==> src/rtl/twled_pkg.sv <==
// shared types and protocol constants for the two-wire led display frame sender
package twled_pkg;

    typedef enum logic [2:0] {
        PH_IDLE  = 3'd0,
        PH_START = 3'd1,
        PH_DATA  = 3'd2,
        PH_CLKHI = 3'd3,
        PH_CLKLO = 3'd4,
        PH_STOP  = 3'd5
    } phase_t;

    localparam logic [7:0] CMD_DATA     = 8'h40;
    localparam logic [7:0] CMD_ADDR     = 8'hC0;
    localparam logic [7:0] CMD_DISP_ON  = 8'h88;
    localparam logic [7:0] CMD_DISP_OFF = 8'h80;

    localparam logic       KIND_TICK    = 1'b0;
    localparam logic       KIND_REQUEST = 1'b1;

    localparam logic [1:0] REG_BRIGHTNESS = 2'd0;
    localparam logic [1:0] REG_DISPLAY_ON = 2'd1;

    localparam logic [3:0] ACK_SLOT  = 4'd8;
    localparam logic [2:0] LAST_DIGIT = 3'd4;
    localparam logic [1:0] TX_DATA   = 2'd0;
    localparam logic [1:0] TX_ADDR   = 2'd1;
    localparam logic [1:0] TX_CTRL   = 2'd2;

endpackage

==> src/rtl/two_wire_led_display_frame_sender.sv <==
// Frame sender for a two-wire (clock/data) seven-segment led display controller.
// A request word (tuser = 1) while idle latches four digit bytes from tdata and starts
// a frame of three transactions: data command, address plus four digits, control byte.
// Every tick word (tuser = 0) in a frame moves the clock or data line by one level change;
// start, each bit, the unsampled ack slot and stop take fixed tick sequences. Each input
// word yields one result word holding line levels and busy flag, tlast marking the tick that
// completes the final stop. One word is taken per clock cycle: the line state is updated
// in the same cycle the word is accepted and the result goes to an output register, so
// throughput is bounded only by the output handshake (a new word enters whenever the
// output register is empty or being drained). Configuration writes are always accepted.
module two_wire_led_display_frame_sender
    import twled_pkg::*;
(
    input  logic        aclk,
    input  logic        aresetn,
    // input words
    input  logic        s_axis_tvalid,
    output logic        s_axis_tready,
    input  logic [31:0] s_axis_tdata,   // digit0_segments, digit1, digit2, digit3_segments
    input  logic        s_axis_tuser,   // kind
    // result words
    output logic        m_axis_tvalid,
    input  logic        m_axis_tready,
    output logic [7:0]  m_axis_tdata,   // clock_line, data_line, busy_res, zero pad
    output logic        m_axis_tlast,   // frame_done
    // configuration writes
    input  logic        cfg_valid,
    output logic        cfg_ready,
    input  logic [1:0]  cfg_index,
    input  logic [2:0]  cfg_data
);

    logic [2:0] brightness_reg;
    logic       display_on_reg;

    logic [1:0] tx_reg,     tx_next;
    logic [2:0] byte_reg,   byte_next;
    logic [3:0] bit_reg,    bit_next;
    phase_t     phase_reg,  phase_next;
    logic [7:0] shift_reg,  shift_next;
    logic       clk_reg,    clk_next;
    logic       dio_reg,    dio_next;
    logic       busy_reg,   busy_next;
    logic       done_next;
    logic       digit_we;

    logic [7:0] digit_mem [4];

    logic       out_valid_reg;
    logic [7:0] out_data_reg, out_data_next;
    logic       out_last_reg;

    logic       in_accept;

    assign cfg_ready     = 1'b1;
    assign s_axis_tready = !out_valid_reg || m_axis_tready;
    assign in_accept     = s_axis_tvalid && s_axis_tready;

    function automatic logic [7:0] pick_byte(input logic [1:0] tx, input logic [2:0] bidx,
                                             input logic [7:0] dig,
                                             input logic       on, input logic [2:0] br);
        logic [7:0] b;
        if (tx == TX_DATA) begin
            b = CMD_DATA;
        end else if (tx == TX_ADDR) begin
            b = (bidx == 3'd0) ? CMD_ADDR : dig;
        end else if (on) begin
            b = CMD_DISP_ON | {5'd0, br};
        end else begin
            b = CMD_DISP_OFF;
        end
        return b;
    endfunction

    // digits for the current byte (byte_index - 1 addresses the store) and for the byte after it
    logic [7:0] digit_rd_cur, digit_rd_inc;
    logic [2:0] byte_dec_cur;
    assign byte_dec_cur = byte_reg - 3'd1;
    assign digit_rd_cur = digit_mem[byte_dec_cur[1:0]];
    assign digit_rd_inc = digit_mem[byte_reg[1:0]];

    // next state
    always_comb begin
        tx_next    = tx_reg;
        byte_next  = byte_reg;
        bit_next   = bit_reg;
        phase_next = phase_reg;
        shift_next = shift_reg;
        clk_next   = clk_reg;
        dio_next   = dio_reg;
        busy_next  = busy_reg;
        done_next  = 1'b0;
        digit_we   = 1'b0;
        if (s_axis_tuser == KIND_REQUEST) begin
            if (!busy_reg) begin
                digit_we   = 1'b1;
                tx_next    = TX_DATA;
                byte_next  = 3'd0;
                bit_next   = 4'd0;
                phase_next = PH_START;
                busy_next  = 1'b1;
            end
        end else if (busy_reg) begin
            case (phase_reg)
                PH_START: begin
                    if (bit_reg == 4'd0) begin
                        dio_next = 1'b0;
                        bit_next = 4'd1;
                    end else begin
                        clk_next   = 1'b0;
                        bit_next   = 4'd0;
                        shift_next = pick_byte(tx_reg, byte_reg, digit_rd_cur,
                                               display_on_reg, brightness_reg);
                        phase_next = PH_DATA;
                    end
                end
                PH_DATA: begin
                    dio_next   = (bit_reg >= ACK_SLOT) ? 1'b1 : shift_reg[0];
                    phase_next = PH_CLKHI;
                end
                PH_CLKHI: begin
                    clk_next   = 1'b1;
                    phase_next = PH_CLKLO;
                end
                PH_CLKLO: begin
                    clk_next = 1'b0;
                    if (bit_reg < ACK_SLOT) begin
                        shift_next = {1'b0, shift_reg[7:1]};
                        bit_next   = bit_reg + 4'd1;
                        phase_next = PH_DATA;
                    end else if (tx_reg == TX_ADDR && byte_reg < LAST_DIGIT) begin
                        byte_next  = byte_reg + 3'd1;
                        bit_next   = 4'd0;
                        shift_next = pick_byte(tx_reg, byte_reg + 3'd1, digit_rd_inc,
                                               display_on_reg, brightness_reg);
                        phase_next = PH_DATA;
                    end else begin
                        bit_next   = 4'd0;
                        phase_next = PH_STOP;
                    end
                end
                PH_STOP: begin
                    if (bit_reg == 4'd0) begin
                        dio_next = 1'b0;
                        bit_next = 4'd1;
                    end else if (bit_reg == 4'd1) begin
                        clk_next = 1'b1;
                        bit_next = 4'd2;
                    end else begin
                        dio_next  = 1'b1;
                        bit_next  = 4'd0;
                        byte_next = 3'd0;
                        if (tx_reg >= TX_CTRL) begin
                            tx_next    = TX_DATA;
                            phase_next = PH_IDLE;
                            busy_next  = 1'b0;
                            done_next  = 1'b1;
                        end else begin
                            tx_next    = tx_reg + 2'd1;
                            phase_next = PH_START;
                        end
                    end
                end
                default: begin
                    phase_next = PH_IDLE;
                end
            endcase
        end
    end

    // result word
    always_comb begin
        out_data_next = {5'd0, busy_next, dio_next, clk_next};
    end

    always_ff @(posedge aclk) begin
        if (!aresetn) begin
            brightness_reg <= 3'd7;
            display_on_reg <= 1'b1;
            tx_reg         <= TX_DATA;
            byte_reg       <= 3'd0;
            bit_reg        <= 4'd0;
            phase_reg      <= PH_IDLE;
            shift_reg      <= 8'd0;
            clk_reg        <= 1'b1;
            dio_reg        <= 1'b1;
            busy_reg       <= 1'b0;
            out_valid_reg  <= 1'b0;
            out_last_reg   <= 1'b0;
        end else begin
            if (cfg_valid && cfg_ready) begin
                case (cfg_index)
                    REG_BRIGHTNESS: brightness_reg <= cfg_data;
                    REG_DISPLAY_ON: display_on_reg <= cfg_data[0];
                    default: ;
                endcase
            end
            if (in_accept) begin
                tx_reg        <= tx_next;
                byte_reg      <= byte_next;
                bit_reg       <= bit_next;
                phase_reg     <= phase_next;
                shift_reg     <= shift_next;
                clk_reg       <= clk_next;
                dio_reg       <= dio_next;
                busy_reg      <= busy_next;
                out_valid_reg <= 1'b1;
                out_last_reg  <= done_next;
            end else if (m_axis_tready) begin
                out_valid_reg <= 1'b0;
            end
        end
    end

    always_ff @(posedge aclk) begin
        if (in_accept) begin
            out_data_reg <= out_data_next;
        end
        if (in_accept && digit_we) begin
            digit_mem[0] <= s_axis_tdata[7:0];
            digit_mem[1] <= s_axis_tdata[15:8];
            digit_mem[2] <= s_axis_tdata[23:16];
            digit_mem[3] <= s_axis_tdata[31:24];
        end
    end

    assign m_axis_tvalid = out_valid_reg;
    assign m_axis_tdata  = out_data_reg;
    assign m_axis_tlast  = out_last_reg;

endmodule

==> config.mk <==
export PLATFORM = sky130hd
export DESIGN_NAME = two_wire_led_display_frame_sender
export DESIGN_NICKNAME = d
export VERILOG_FILES = /design/src/rtl/twled_pkg.sv /design/src/rtl/two_wire_led_display_frame_sender.sv
export SDC_FILE = /design/constraint.sdc
export NUM_CORES = 1
export LEC_CHECK = 0
export BUFFER_PORTS_ARGS = -buffer_cell sky130_fd_sc_hd__buf_2
export CAP_MARGIN = 10
export CORE_ASPECT_RATIO = 1.1
export CORE_MARGIN = 8
export CORE_UTILIZATION = 40
export CTS_CLUSTER_SIZE = 8
export DETAILED_ROUTE_END_ITERATION = 8
export MAX_ROUTING_LAYER = met4
export PLACE_DENSITY = 0.62
export SYNTH_ARGS = -nofsm -noshare
export SYNTH_HDL_FRONTEND = slang
export SYNTH_SLANG_ARGS = --single-unit
export TNS_END_PERCENT = 20
==> constraint.sdc <==
create_clock -name aclk -period 5.9 [get_ports aclk]
set_input_delay 0 -clock aclk [delete_from_list [all_inputs] [get_ports aclk]]
set_output_delay 0 -clock aclk [all_outputs]
set_load 0.01 [all_outputs]
Word-level counts from Yosys, hierarchy flattened --
Memories as Yosys holds them, arrays and structs flattened. A register that Yosys moved wholly into a read port is not among the register bits. Cells that the tools add are included.
Storage, ports and cells: bits in registers 32, bits in writable memories 32, input bits 43, output and inout bits 12, logic and storage cells 141, memories 1
Operators by class: $add $sub $neg 4, magnitude comparators 4, equal/unequal tests 18, muxes and demuxes 77, bitwise operators 1, reduce and logical (&&, ||, !) cells 23
Memory list:
- digit_mem | words 4, bits a word 8, read ports 2, clocked after Yosys merged registers in 1, wr ports 4, line two_wire_led_display_frame_sender.sv:47 | logic [7:0] digit_mem [4];
Operators with widths (count):
- 8-bit two-way mux | 9
- 3-bit two-way mux | 15
- 1-bit two-way mux | 31
- 2-bit two-way mux | 11
- 4-bit two-way mux | 5
- 3-bit inequality test (second input constant) | 6
- 6-bit AND reduction | 3
- 8-bit one-hot mux with 2 select lines | 1
- 3-bit one-hot mux with 5 select lines | 1
- 4-bit one-hot mux with 3 select lines | 1
- 2-bit inequality test (second input constant) | 4
- 8-bit AND reduction | 1
- 2-bit nonzero test | 4
- 3-bit by 2-bit == test with 1-bit output (second input constant) | 2
- 3-bit == test (second input constant) | 2
- 3-bit zero test | 2
- 3-bit one-hot mux with 2 select lines | 1
- 4-bit by 1-bit adder with 4-bit output (second input constant) | 1
- 2-bit by 1-bit == test with 1-bit output (second input constant) | 2
- 4-bit by 1-bit == test with 1-bit output (second input constant) | 1
- 4-bit greater-or-equal comparator (second input constant) | 1
- 2-bit zero test | 2
- 4-bit zero test | 1
- 4-bit less-than comparator (second input constant) | 1
- 16 further kinds | 19

Depth between registers and ports, before layout --
Gate-level depths: netlist (run 1).
depth after elaboration 9, gate-level depth with buffers 9

Least setup slack after synthesis (run 1) --
No wires, ideal clock.
path type register to register, start reg out_valid_reg (netlist: m_axis_tvalid), end mem digit_mem[0][0] (enable), data arrival time 2.890 ns, data required time 5.439 ns, setup slack 2.549 ns, stages on the path, launching flop included 4, path buffers 0, clock period less this slack 3.351 ns, path through dfxtp_1 -> nand2b_1 -> nand2_1 -> nor3_1
RTL lines:
- start, declared | line two_wire_led_display_frame_sender.sv:49 | logic out_valid_reg;
- start signal, assigned | line two_wire_led_display_frame_sender.sv:188 | out_valid_reg <= 1'b0;
- start signal, assigned | line two_wire_led_display_frame_sender.sv:207 | out_valid_reg <= 1'b1;
- start signal, assigned | line two_wire_led_display_frame_sender.sv:210 | out_valid_reg <= 1'b0;
- end, declared | line two_wire_led_display_frame_sender.sv:47

Final worst setup path (run 1) --
start reg phase_reg[2], end reg bit_reg[2]
Between the ends: cells in the longest elaborated chain, start to end 4
Ends and longest elaborated chain:
- start, declared | line two_wire_led_display_frame_sender.sv:39 | phase_t phase_reg, phase_next;
- start signal, assigned | line two_wire_led_display_frame_sender.sv:202 | phase_reg <= phase_next;
- 3-bit == test or 3-bit by 1-bit == test with 1-bit output (tied branches) | line two_wire_led_display_frame_sender.sv:104 | case (phase_reg)
- 4-bit one-hot mux with 3 select lines | line two_wire_led_display_frame_sender.sv:104
- 4-bit two-way mux | line two_wire_led_display_frame_sender.sv:103 | end else if (busy_reg) begin
- 4-bit two-way mux | line two_wire_led_display_frame_sender.sv:94 | if (s_axis_tuser == KIND_REQUEST) begin
- end signal, assigned | line two_wire_led_display_frame_sender.sv:201 | bit_reg <= bit_next;
- end, declared | line two_wire_led_display_frame_sender.sv:38 | logic [3:0] bit_reg, bit_next;
Several ways; a longest one is shown, not always the timed one. The select of a mux whose other input is x is not followed. A chain may end at the register's enable or synchronous reset.

==> metrics.md, run 1 <==
| Metric | Value |
|---|---|
| Status | `completed` |
| Yosys top cell area share | `30.3%` |
| Synth Area in XOR/XNOR | `0.253%` |
| Synth area leader | `edfxtp_1` |
| Unrepaired setup endpoints after global routing | `no` |
| Crit path cell chain | `nor4b_2 -> nand3_1 -> or4_1 -> a21boi_1` |
| Simple-gate share of the synthesized area | `17.7%` |
| Die Wd | `105 µm` |
| Root buffer cell | `clkbuf_8` |
| Critical Path Slowest Stage Cell | `nor4b_2` |
| Largest family of logic cells by synthesized area | `simple AND/OR/NAND/NOR gates` |
| Synth Area in Compound Gates | `14.2%` |
| Cell Pwr Density | `235 nW/µm²` |
| IO Count | `55` |
| Share of cells above drive strength 1 | `about a quarter` |
| # clock sinks | `between 60 and 70` |
| Skew-Pair Late Insertion Delay | `around 0.34 ns` |
| # setup viols final | `0` |
| Post-route clock period utilization | `40.1%` |
| Total Wirelength | `approximately 8 mm` |
| Post-CTS sizing | `0` |
| Setup Skew | `just under 0.008 ns` |
| DRT iter0 DRCs | `139` |
| Worst slew pin tran | `0.980 ns` |
| Crit path max fanout | `15` |
| Yosys reg bits | `66` |
| Final ANT Viol Nets | `0` |
| Max reg flops | `32` |
| Postcts setup bufs | `0` |
| R2R Setup Slk | `3.54 ns` |
| Worst EP required | `6.17 ns` |
| Ys async rst share | `0%` |
| Hold path cells | `4` |
| Cts bufs inserted | `9` |
| Max Transition Viols Final | `0` |
| CTS clk-pin slew, worst paths | `around 0.070 ns` |
| Setup TNS | `0 ns` |
| GRT Overall Usage | `14.4%` |
| Pre-CTS setup slack | `3.50 ns` |
| Setup WS post-layout | `3.54 ns` |
| DRC violations left | `0` |
| Post-synth EDFFs | `35` |
| Core area | `8410 µm²` |
| Gpl congestion | `0.853` |
| Delay-heaviest family, CP | `simple AND/OR/NAND/NOR gates` |
| Top cells by area, synth | `edfxtp_1 30%, dfxtp_1 18%, mux4_2 9.1%, nand2_1 3.2%, o21ai_0 2.9%` |
| First-pass GRT wire length | `13.6 mm` |
| # diodes | `0` |
| Die ar. | `11,900 µm²` |
| Ys flop type | `edfxtp_1` |
| Die Y | `114 µm` |
| Fillers | `761` |
| Hold-fix buffers, CTS | `36` |
| Total number of vias | `between 2,000 and 3,000` |
| Grt total ovfl | `0` |
| Post-Synthesis Cell Area | `3470 µm²` |
| CP Buf/Inv Count | `0` |
| Final Hold Violating Endpoints | `0` |
| Crit Path Category | `reg2reg` |
| Drt wl/cell | `~16 µm` |
| Gate Count Post-Synth | `313` |
| Worst R2R Path Depth | `4` |
| NumNets Final | `442` |
| Drt first pass iters | `4` |
| Largest net degree at the start of global routing | `34` |
| Initial core utilization | `41.2%` |
| Mux share of post-synthesis cell area | `12.4%` |
| Data arrival, critical path | `roughly 2.6 ns` |
| Hold path startpoint | `cfg_valid` |
| Max_slew headroom | `34.5%` |
| Fmax | `423 MHz` |
| Critical Path End Type | `flip-flop` |
| Min Tclk post-route | `2.36 ns` |
| CP Launch Type | `flip-flop` |
| Maxcap violations | `0` |
| Largest stage delay on the critical path | `0.87 ns` |
| CTS tree | `done` |
| Leak | `roughly 1.5 nW` |
| Worst hold path class | `in2reg` |
| Post-synthesis cell type count | `56` |
| Reg-to-reg startpoint | `phase_reg[2]` |
| Avg Cell Area, Syn | `11.1 µm²` |
| Max Root-Sink Buffers | `2` |
| Number of global-route vias before repair | `2,867` |
| Adder-cell share of the synthesized area | `2.53%` |
| VDD IR max | `0.000198 V` |
| DPL Wire Length | `5.65 mm` |
| Hold EP | `display_on_reg` |
| Row cnt | `35` |
| Synthesis Warnings | `0` |
| H-tree depth | `3` |
| R2R Path End | `bit_reg[2]` |
| Seq/Total Area, Yosys | `slightly below 50%` |
| Via-to-Cell Ratio | `~5.2` |
| Count of buffers from port buffering | `48` |
| Initial antenna violation count | `0` |
| Synth-to-layout area growth | `24.8%` |
## worst max-delay path by stage
stage / start / cells after the start / to
3_5_place_dp: byte_reg[0] / 7 / shift_reg[7]
2_1_floorplan: m_axis_tvalid / 3 / digit_mem[0][0]
6_report: phase_reg[2] / 4 / bit_reg[2]
4_1_cts: byte_reg[0] / 7 / shift_reg[7]
5_1_grt: phase_reg[2] / 4 / bit_reg[3]
3_3_place_gp: byte_reg[0] / 7 / shift_reg[7]
## layout make-up
type / count / area, µm² / share of cell area (%)
tap: 111 / 139 / 3.21
clock buffer: 10 / 128 / 2.95
inverter: 11 / 41.3 / 0.954
multi-input combinational: 219 / 1660 / 38.3
timing repair buffer: 85 / 608 / 14.1
sequential: 66 / 1670 / 38.6
clock inverter: 6 / 81.3 / 1.88
## power by group
| group | switching, mW | internal, mW | leakage, nW |
|---|---|---|---|
| registers | 0.0129 | 0.500 | 0.572 |
| clock network | 0.172 | 0.235 | 0.104 |
| logic | 0.0436 | 0.0528 | 0.872 |
| total | 0.229 | 0.788 | 1.55 |
## cell usage in the layout (no fill, tap or decap), types with 8 or more instances in the layout
cell type,instances
dfxtp_1,31
nand2_1,30
mux2i_1,8
edfxtp_1,35
dlygate4sd3_1,36
a21oi_1,14
buf_2,48
a31oi_1,9
o21ai_0,20
nor2_1,18
inv_1,11
mux4_2,14
clkbuf_8,9
nor2b_1,9
## synthesized netlist by cell type (4+ instances only)
cell / count
nor2b_1: 9
nand3b_1: 4
a21oi_1: 14
clkbuf_1: 8
mux2i_1: 8
dfxtp_1: 31
nand2_1: 30
inv_1: 11
nor3b_1: 4
a31oi_1: 9
and2_1: 4
nand3_1: 4
mux4_2: 14
buf_2: 6
ha_1: 7
nor2_1: 18
edfxtp_1: 35
a21boi_0: 4
o21ai_0: 20
buf_4: 6
a21o_1: 4
nand2b_1: 7
o21a_1: 4
## worst min-delay path, cell delays in order
cell and delay [ns]:
buf_2 0.10, nand3b_1 0.09, mux2i_1 0.07, nand2_1 0.06
## cells by family after synthesis
logic type	Yosys count
xor gates and xnor gates	1
muxes	25
AOI/OAI and AO/OA	76
other	2
adders and majority gates	7
and+or+nand+nor	104
DFF	66
buffers and inverters	32
## routing by layer
layer	up-vias	part of all wire (%)	track usage [%]
met2	66	51	24.0
met3	14	3.2	2.93
met1	1259	44	16.5
li1	1315	-	-
met5	-	0	-
met4	0	2.0	6.00
## stage by stage
step / std cells / util, % / power [mW] / instance area [µm²] / hold WS [ns]
6_report: 508 / 51.5 / 1.02 / 4330 / 0.0183
4_1_cts: 508 / 51.5 / 1.03 / 4330 / 0.00854
5_1_grt: 508 / 51.5 / 1.06 / 4330 / 0.0509
3_3_place_gp: 456 / 44.7 / 0.599 / 3760 / 0.176
2_1_floorplan: 317 / - / 0.574 / 3480 / 0.0989
3_5_place_dp: 456 / 44.7 / 0.601 / 3760 / 0.178
(Power assumes the default switching activity.)
==> run 2: changes to the inputs <==
- PLACE_DENSITY: 0.62 -> 0.64
- clock period: 5.9 -> 1.9 ns (I/O delays scaled with it)
==> run 2 against run 1 <==
Against the previous run: clock power rose by 140%; sequential share of layout area shrank 2.0 points; setup slack got worse by 3.5 ns; die area is the same; critical path type unchanged; highest routed layer unchanged.
==> metrics.md, run 2 (synthesized netlist as in run 1, its figures left out) <==
| Metric | Value |
|---|---|
| # clock sinks | `66 (unchanged)` |
| Initial antenna violation count | `0 (unchanged)` |
| Max Root-Sink Buffers | `2 (unchanged)` |
| Synth-to-layout area growth | `31.9%` |
| Data arrival, critical path | `2.08 ns (-0.55 ns)` |
| Total Wirelength | `8.47 mm (+5.8%)` |
| Worst slew pin tran | `0.570 ns (-0.409 ns)` |
| NumNets Final | `470 (+6.3%)` |
| Leak | `1.68 nW (+8.8%)` |
| Row cnt | `35 (unchanged)` |
| VDD IR max | `0.000456 V (+130%)` |
| Setup Skew | `0.00762 ns (-0.000163 ns)` |
| Final core utilization | `54.4% (+2.9 points)` |
| First-pass GRT wire length | `14.0 mm (+2.9%)` |
| R2R Setup Slk | `0.06 ns (-3.48 ns)` |
| Drt wl/cell | `15.8 µm (+0.31%)` |
| Cts bufs inserted | `9 (unchanged)` |
| Die Wd | `105 µm (unchanged)` |
| DRC violations left | `0 (unchanged)` |
| Post-route clock period utilization | `97.0% (+57 points)` |
| H-tree depth | `3 (unchanged)` |
| Crit path max fanout | `16 (+1)` |
| DPL Wire Length | `5.94 mm (+5.1%)` |
| Die ar. | `11,900 µm² (unchanged)` |
| # diodes | `0 (unchanged)` |
| CTS tree | `done` |
| Worst EP required | `2.14 ns (-4.03 ns)` |
| Max_slew headroom | `62.0% (+27 points)` |
| CTS clk-pin slew, worst paths | `0.07 ns (about the same)` |
| Final Hold Violating Endpoints | `0 (unchanged)` |
| Placed cells | `484 (+6.1%)` |
| Crit Path Category | `reg2reg` |
| Largest net degree at the start of global routing | `34 (unchanged)` |
| GRT Overall Usage | `14.9% (+0.55 points)` |
| Commonest non-fill, non-tap cell in the layout | `buf_2` |
| DRT iter0 DRCs | `215 (+55%)` |
| Cell Pwr Density | `638 nW/µm² (+170%)` |
| Status | `completed` |
| Critical Path End Type | `flip-flop` |
| Core area | `8410 µm² (unchanged)` |
| Worst hold path class | `in2reg` |
| Total number of vias | `2,797 (+5.4%)` |
| Placed instance area | `4010 µm² (+6.6%)` |
| Final ANT Viol Nets | `0 (unchanged)` |
| Fmax | `543 MHz (+28%)` |
| Share of cells above drive strength 1 | `30.8% (+7.4 points)` |
| Maxcap violations | `0 (unchanged)` |
| Count of buffers from port buffering | `48 (unchanged)` |
| Gpl congestion | `0.905 (+6.2%)` |
| CP Launch Type | `flip-flop` |
| Post-Layout Inst Area | `4570 µm² (+5.7%)` |
| Min Tclk post-route | `1.84 ns (-0.522 ns)` |
| Via-to-Cell Ratio | `5.22 (-0.12%)` |
| Number of global-route vias before repair | `2,862 (-0.17%)` |
| Drt first pass iters | `4 (unchanged)` |
| Post-route non-filler standard cell count | `536 (+5.5%)` |
| Grt total ovfl | `0 (unchanged)` |
| Root buffer cell | `clkbuf_8` |
| Unrepaired setup endpoints after global routing | `yes` |
| Postcts setup bufs | `0 (unchanged)` |
| Max Transition Viols Final | `0 (unchanged)` |
| Die Y | `114 µm (unchanged)` |
| IO Count | `55 (unchanged)` |
| Max reg flops | `32 (unchanged)` |
| Skew-Pair Late Insertion Delay | `0.33 ns (about the same)` |
| Commonest non-fill, non-tap cells in the layout | `48 x buf_2, 36 x dlygate4sd3_1, 35 x edfxtp_1, 30 x nand2_1, 28 x dfxtp_1` |
| # setup viols final | `0 (unchanged)` |
| Initial core utilization | `41.2% (unchanged)` |
[run 2: worst max-delay path: stages (launching register included)]
cell	delay, ns
dfxtp_1	0.38
buf_4	0.19
and4bb_2	0.24
o21a_1	0.14
nor4b_4	0.31
buf_12	0.18
nand2_1	0.08
o32ai_2	0.24
[run 2: routing by layer]
metal,GRT usage [%],part of all wire (%),vias up
met5,-,0,-
met4,4.19,1.4,0
met3,4.23,5.0,11
met2,25.5,52,94
met1,16.7,42,1323
li1,-,-,1369
[run 2: final timing paths]
path | to | startpoint | cells past startpoint
worst max register to register | shift_reg[1] | phase_reg[2] | 7
worst min-delay path | m_axis_tvalid | m_axis_tready | 3
worst max-delay path | shift_reg[1] | phase_reg[2] | 7
worst min register to register | shift_reg[2] | shift_reg[2] | 2
[run 2: stage by stage]
| stage | setup slack, ns | power (mW) | hold slack (ns) | TNS [ns] |
|---|---|---|---|---|
| floorplan | 0.0282 | 1.79 | 0.0989 | 0 |
| finish | 0.0575 | 2.92 | 0.00564 | 0 |
| global route | -0.0377 | 3.06 | 0.00750 | -0.0604 |
| CTS | 0.00286 | 2.94 | 0.000469 | 0 |
| detailed placement | 0.0154 | 1.89 | 0.178 | 0 |
| global placement | 0.0443 | 1.89 | 0.177 | 0 |
[run 2: timing repair]
item                       4_1_cts  5_1_grt
hold endpoints to repair        37        0
hold buffers                    36        0
setup endpoints to repair        1       16
pin swaps                        0        2
resized for setup                1       11
[run 2: layout make-up]
class / instances / area [µm²]
Tap cell: 111 / 139
Fill cell: 737 / 3830
Timing Repair Buffer: 113 / 843
Clock inverter: 6 / 33.8
Clock buffer: 10 / 128
Sequential cell: 66 / 1680
Inverter: 11 / 41.3
Multi-Input combinational cell: 219 / 1710
[run 2: report_power, final]
| group | total [mW] | switching, mW | internal, mW |
|---|---|---|---|
| combinational | 0.347 | 0.160 | 0.187 |
| clock | 0.991 | 0.528 | 0.462 |
| sequential | 1.58 | 0.0273 | 1.55 |
==> run 3: changes to the inputs <==
- PLACE_DENSITY: 0.64 -> 0.62
- clock period: 1.9 -> 2.07 ns (I/O delays scaled with it)
==> run 3 against run 2 <==
Against the previous run: core utilization fell by 1.2 points; clock skew about the same; worst hold slack gained 0.0024 ns; critical path type unchanged; largest cell class unchanged; largest power group unchanged.
==> metrics.md, run 3 (synthesized netlist as in run 1, its figures left out) <==
| Metric | Value |
|---|---|
| Status | `completed` |
| Worst R2R Path Depth | `7 (unchanged)` |
| Clk pwr share | `35.3% (+1.4 points)` |
| Drt first pass iters | `4 (unchanged)` |
| Commonest non-fill, non-tap cell in the layout | `buf_2` |
| Crit path max fanout | `5 (-11)` |
| Total Wirelength | `8.25 mm (-2.5%)` |
| DRC violations left | `0 (unchanged)` |
| Maxcap violations | `0 (unchanged)` |
| Register share of total power | `53.7% (-0.5 points)` |
| Switching Share | `25.5% (+0.99 points)` |
| Post-route clock period utilization | `94.9% (-2.0 points)` |
| Reg-to-reg startpoint | `bit_reg[1]` |
| Hold path startpoint | `cfg_index[0]` |
| DRT iter0 DRCs | `142 (-34%)` |
| CTS clk-pin slew, worst paths | `0.08 ns (about the same)` |
| Share of cells above drive strength 1 | `28.4% (-2.5 points)` |
| Largest net degree at the start of global routing | `34 (unchanged)` |
| Worst hold path class | `in2reg` |
| Max Root-Sink Buffers | `2 (unchanged)` |
| Int Power | `2.02 mW (-8.4%)` |
| GRT Overall Usage | `14.8% (-0.14 points)` |
| NumNets Final | `461 (-1.9%)` |
| CTS tree | `done` |
| Crit Path Category | `reg2reg` |
| Synth-to-layout area growth | `29.0%` |
| Via-to-Cell Ratio | `5.21 (-0.15%)` |
| Sw power | `691 µW (-3.4%)` |
| Setup TNS | `0 ns (unchanged)` |
| Skew-Pair Late Insertion Delay | `0.34 ns (about the same)` |
| Initial antenna violation count | `0 (unchanged)` |
| Root buffer cell | `clkbuf_8` |
| # setup viols final | `0 (unchanged)` |
| Die ar. | `11,900 µm² (unchanged)` |
| VDD IR max | `0.000441 V (-3.3%)` |
| Fillers | `732 (-0.68%)` |
| Final ANT Viol Nets | `0 (unchanged)` |
| Commonest non-fill, non-tap cells in the layout | `48 x buf_2, 36 x dlygate4sd3_1, 35 x edfxtp_1, 30 x nand2_1, 28 x dfxtp_1` |
| Gpl congestion | `0.864 (-4.5%)` |
| Core area | `8410 µm² (unchanged)` |
| Max Transition Viols Final | `0 (unchanged)` |
| Data arrival, critical path | `2.21 ns (+0.13 ns)` |
| Setup Skew | `0.00807 ns (+0.000450 ns)` |
| Pre-CTS setup slack | `0.0914 ns (+0.0761 ns)` |
| # diodes | `0 (unchanged)` |
| Min Tclk post-route | `1.97 ns (+0.123 ns)` |
| DPL Wire Length | `5.86 mm (-1.3%)` |
| Max reg flops | `32 (unchanged)` |
| Max_slew headroom | `64.0% (+2.0 points)` |
| Final Hold Violating Endpoints | `0 (unchanged)` |
| Grt total ovfl | `0 (unchanged)` |
| Critical Path End Type | `flip-flop` |
| Worst EP required | `2.31 ns (+0.17 ns)` |
| Worst slew pin tran | `0.535 ns (-0.0355 ns)` |
| Gate power share | `11.1% (-0.8 points)` |
| Die Wd | `105 µm (unchanged)` |
| Total power | `2.71 mW (-7.2%)` |
| Drt wl/cell | `15.7 µm (-0.86%)` |
| Setup WS post-layout | `0.105 ns (+0.0472 ns)` |
| Fmax | `509 MHz (-6.2%)` |
| Hold path cells | `4 (+1)` |
| CP Launch Type | `flip-flop` |
| Initial core utilization | `41.2% (unchanged)` |
| Worst Setup SP | `bit_reg[1]` |
| Total number of vias | `2,746 (-1.8%)` |
| Cts bufs inserted | `9 (unchanged)` |
| Cell Pwr Density | `605 nW/µm² (-5.1%)` |
| Postcts setup bufs | `0 (unchanged)` |
| Leak | `1.64 nW (-2.7%)` |
| # clock sinks | `66 (unchanged)` |
| Unrepaired setup endpoints after global routing | `no` |
| Number of global-route vias before repair | `2,929 (+2.3%)` |
| H-tree depth | `3 (unchanged)` |
| IO Count | `55 (unchanged)` |
| Row cnt | `35 (unchanged)` |
| Count of buffers from port buffering | `48 (unchanged)` |
| Hold WS | `0.00806 ns (+0.00242 ns)` |
| First-pass GRT wire length | `13.9 mm (-1.0%)` |
| Die Y | `114 µm (unchanged)` |
run 3: path summary, 6_finish.rpt:
check / end / slack (ns)
hold reg to reg: brightness_reg[1] / 0.48
setup / recovery: phase_reg[1] / 0.10
hold / removal: display_on_reg / 0.008
setup reg to reg: phase_reg[1] / 0.10
run 3: power groups by stage:
| stage | registers, mW | clock network, mW | logic [mW] |
|---|---|---|---|
| final | 1.45 | 0.955 | 0.300 |
| after global routing | 1.46 | 1.05 | 0.331 |
| after CTS | 1.45 | 0.970 | 0.295 |
| after detailed placement | 1.48 | 0 | 0.242 |
| after global placement | 1.48 | 0 | 0.240 |
| after floorplan | 1.47 | 0 | 0.162 |
run 3: area by class of cell:
cell class	instances	area (µm²)	area share, %
multi-input combinational	219	1690	37.7
sequential	66	1680	37.4
timing repair buffer	104	763	17.1
tap	111	139	3.10
clock buffer	9	124	2.77
clock inverter	7	45.0	1.01
inverter	11	41.3	0.923
run 3: stage by stage:
stage	utilization [%]	instances	cell area [µm²]
after global routing	53.2	527	4470
after CTS	52.9	527	4450
after floorplan	-	317	3490
after detailed placement	46.6	475	3920
final	53.2	527	4470
after global placement	46.6	475	3920
run 3: timing repair:
item | in CTS | in global routing
endpoints found under the setup margin | 0 | 7
gates resized for setup | 0 | 7
endpoints found under the hold margin | 37 | 0
hold buffers | 36 | 0
run 3: per-layer routing:
| metal | vias up | GRT usage, % | part of all wire [%] |
|---|---|---|---|
| met3 | 15 | 3.67 | 4.8 |
| met2 | 86 | 25.3 | 51 |
| met5 | - | - | 0 |
| li1 | 1354 | - | - |
| met4 | 0 | 6.38 | 2.3 |
| met1 | 1291 | 16.0 | 42 |
run 3: worst max-delay path: stages, from the launching register on:
cell and delay (ns):
dfxtp_2 0.34, inv_1 0.08, ha_1 0.20, or3b_2 0.50, nor4_2 0.34, nor3_4 0.08, nor4bb_1 0.14, o21a_1 0.19
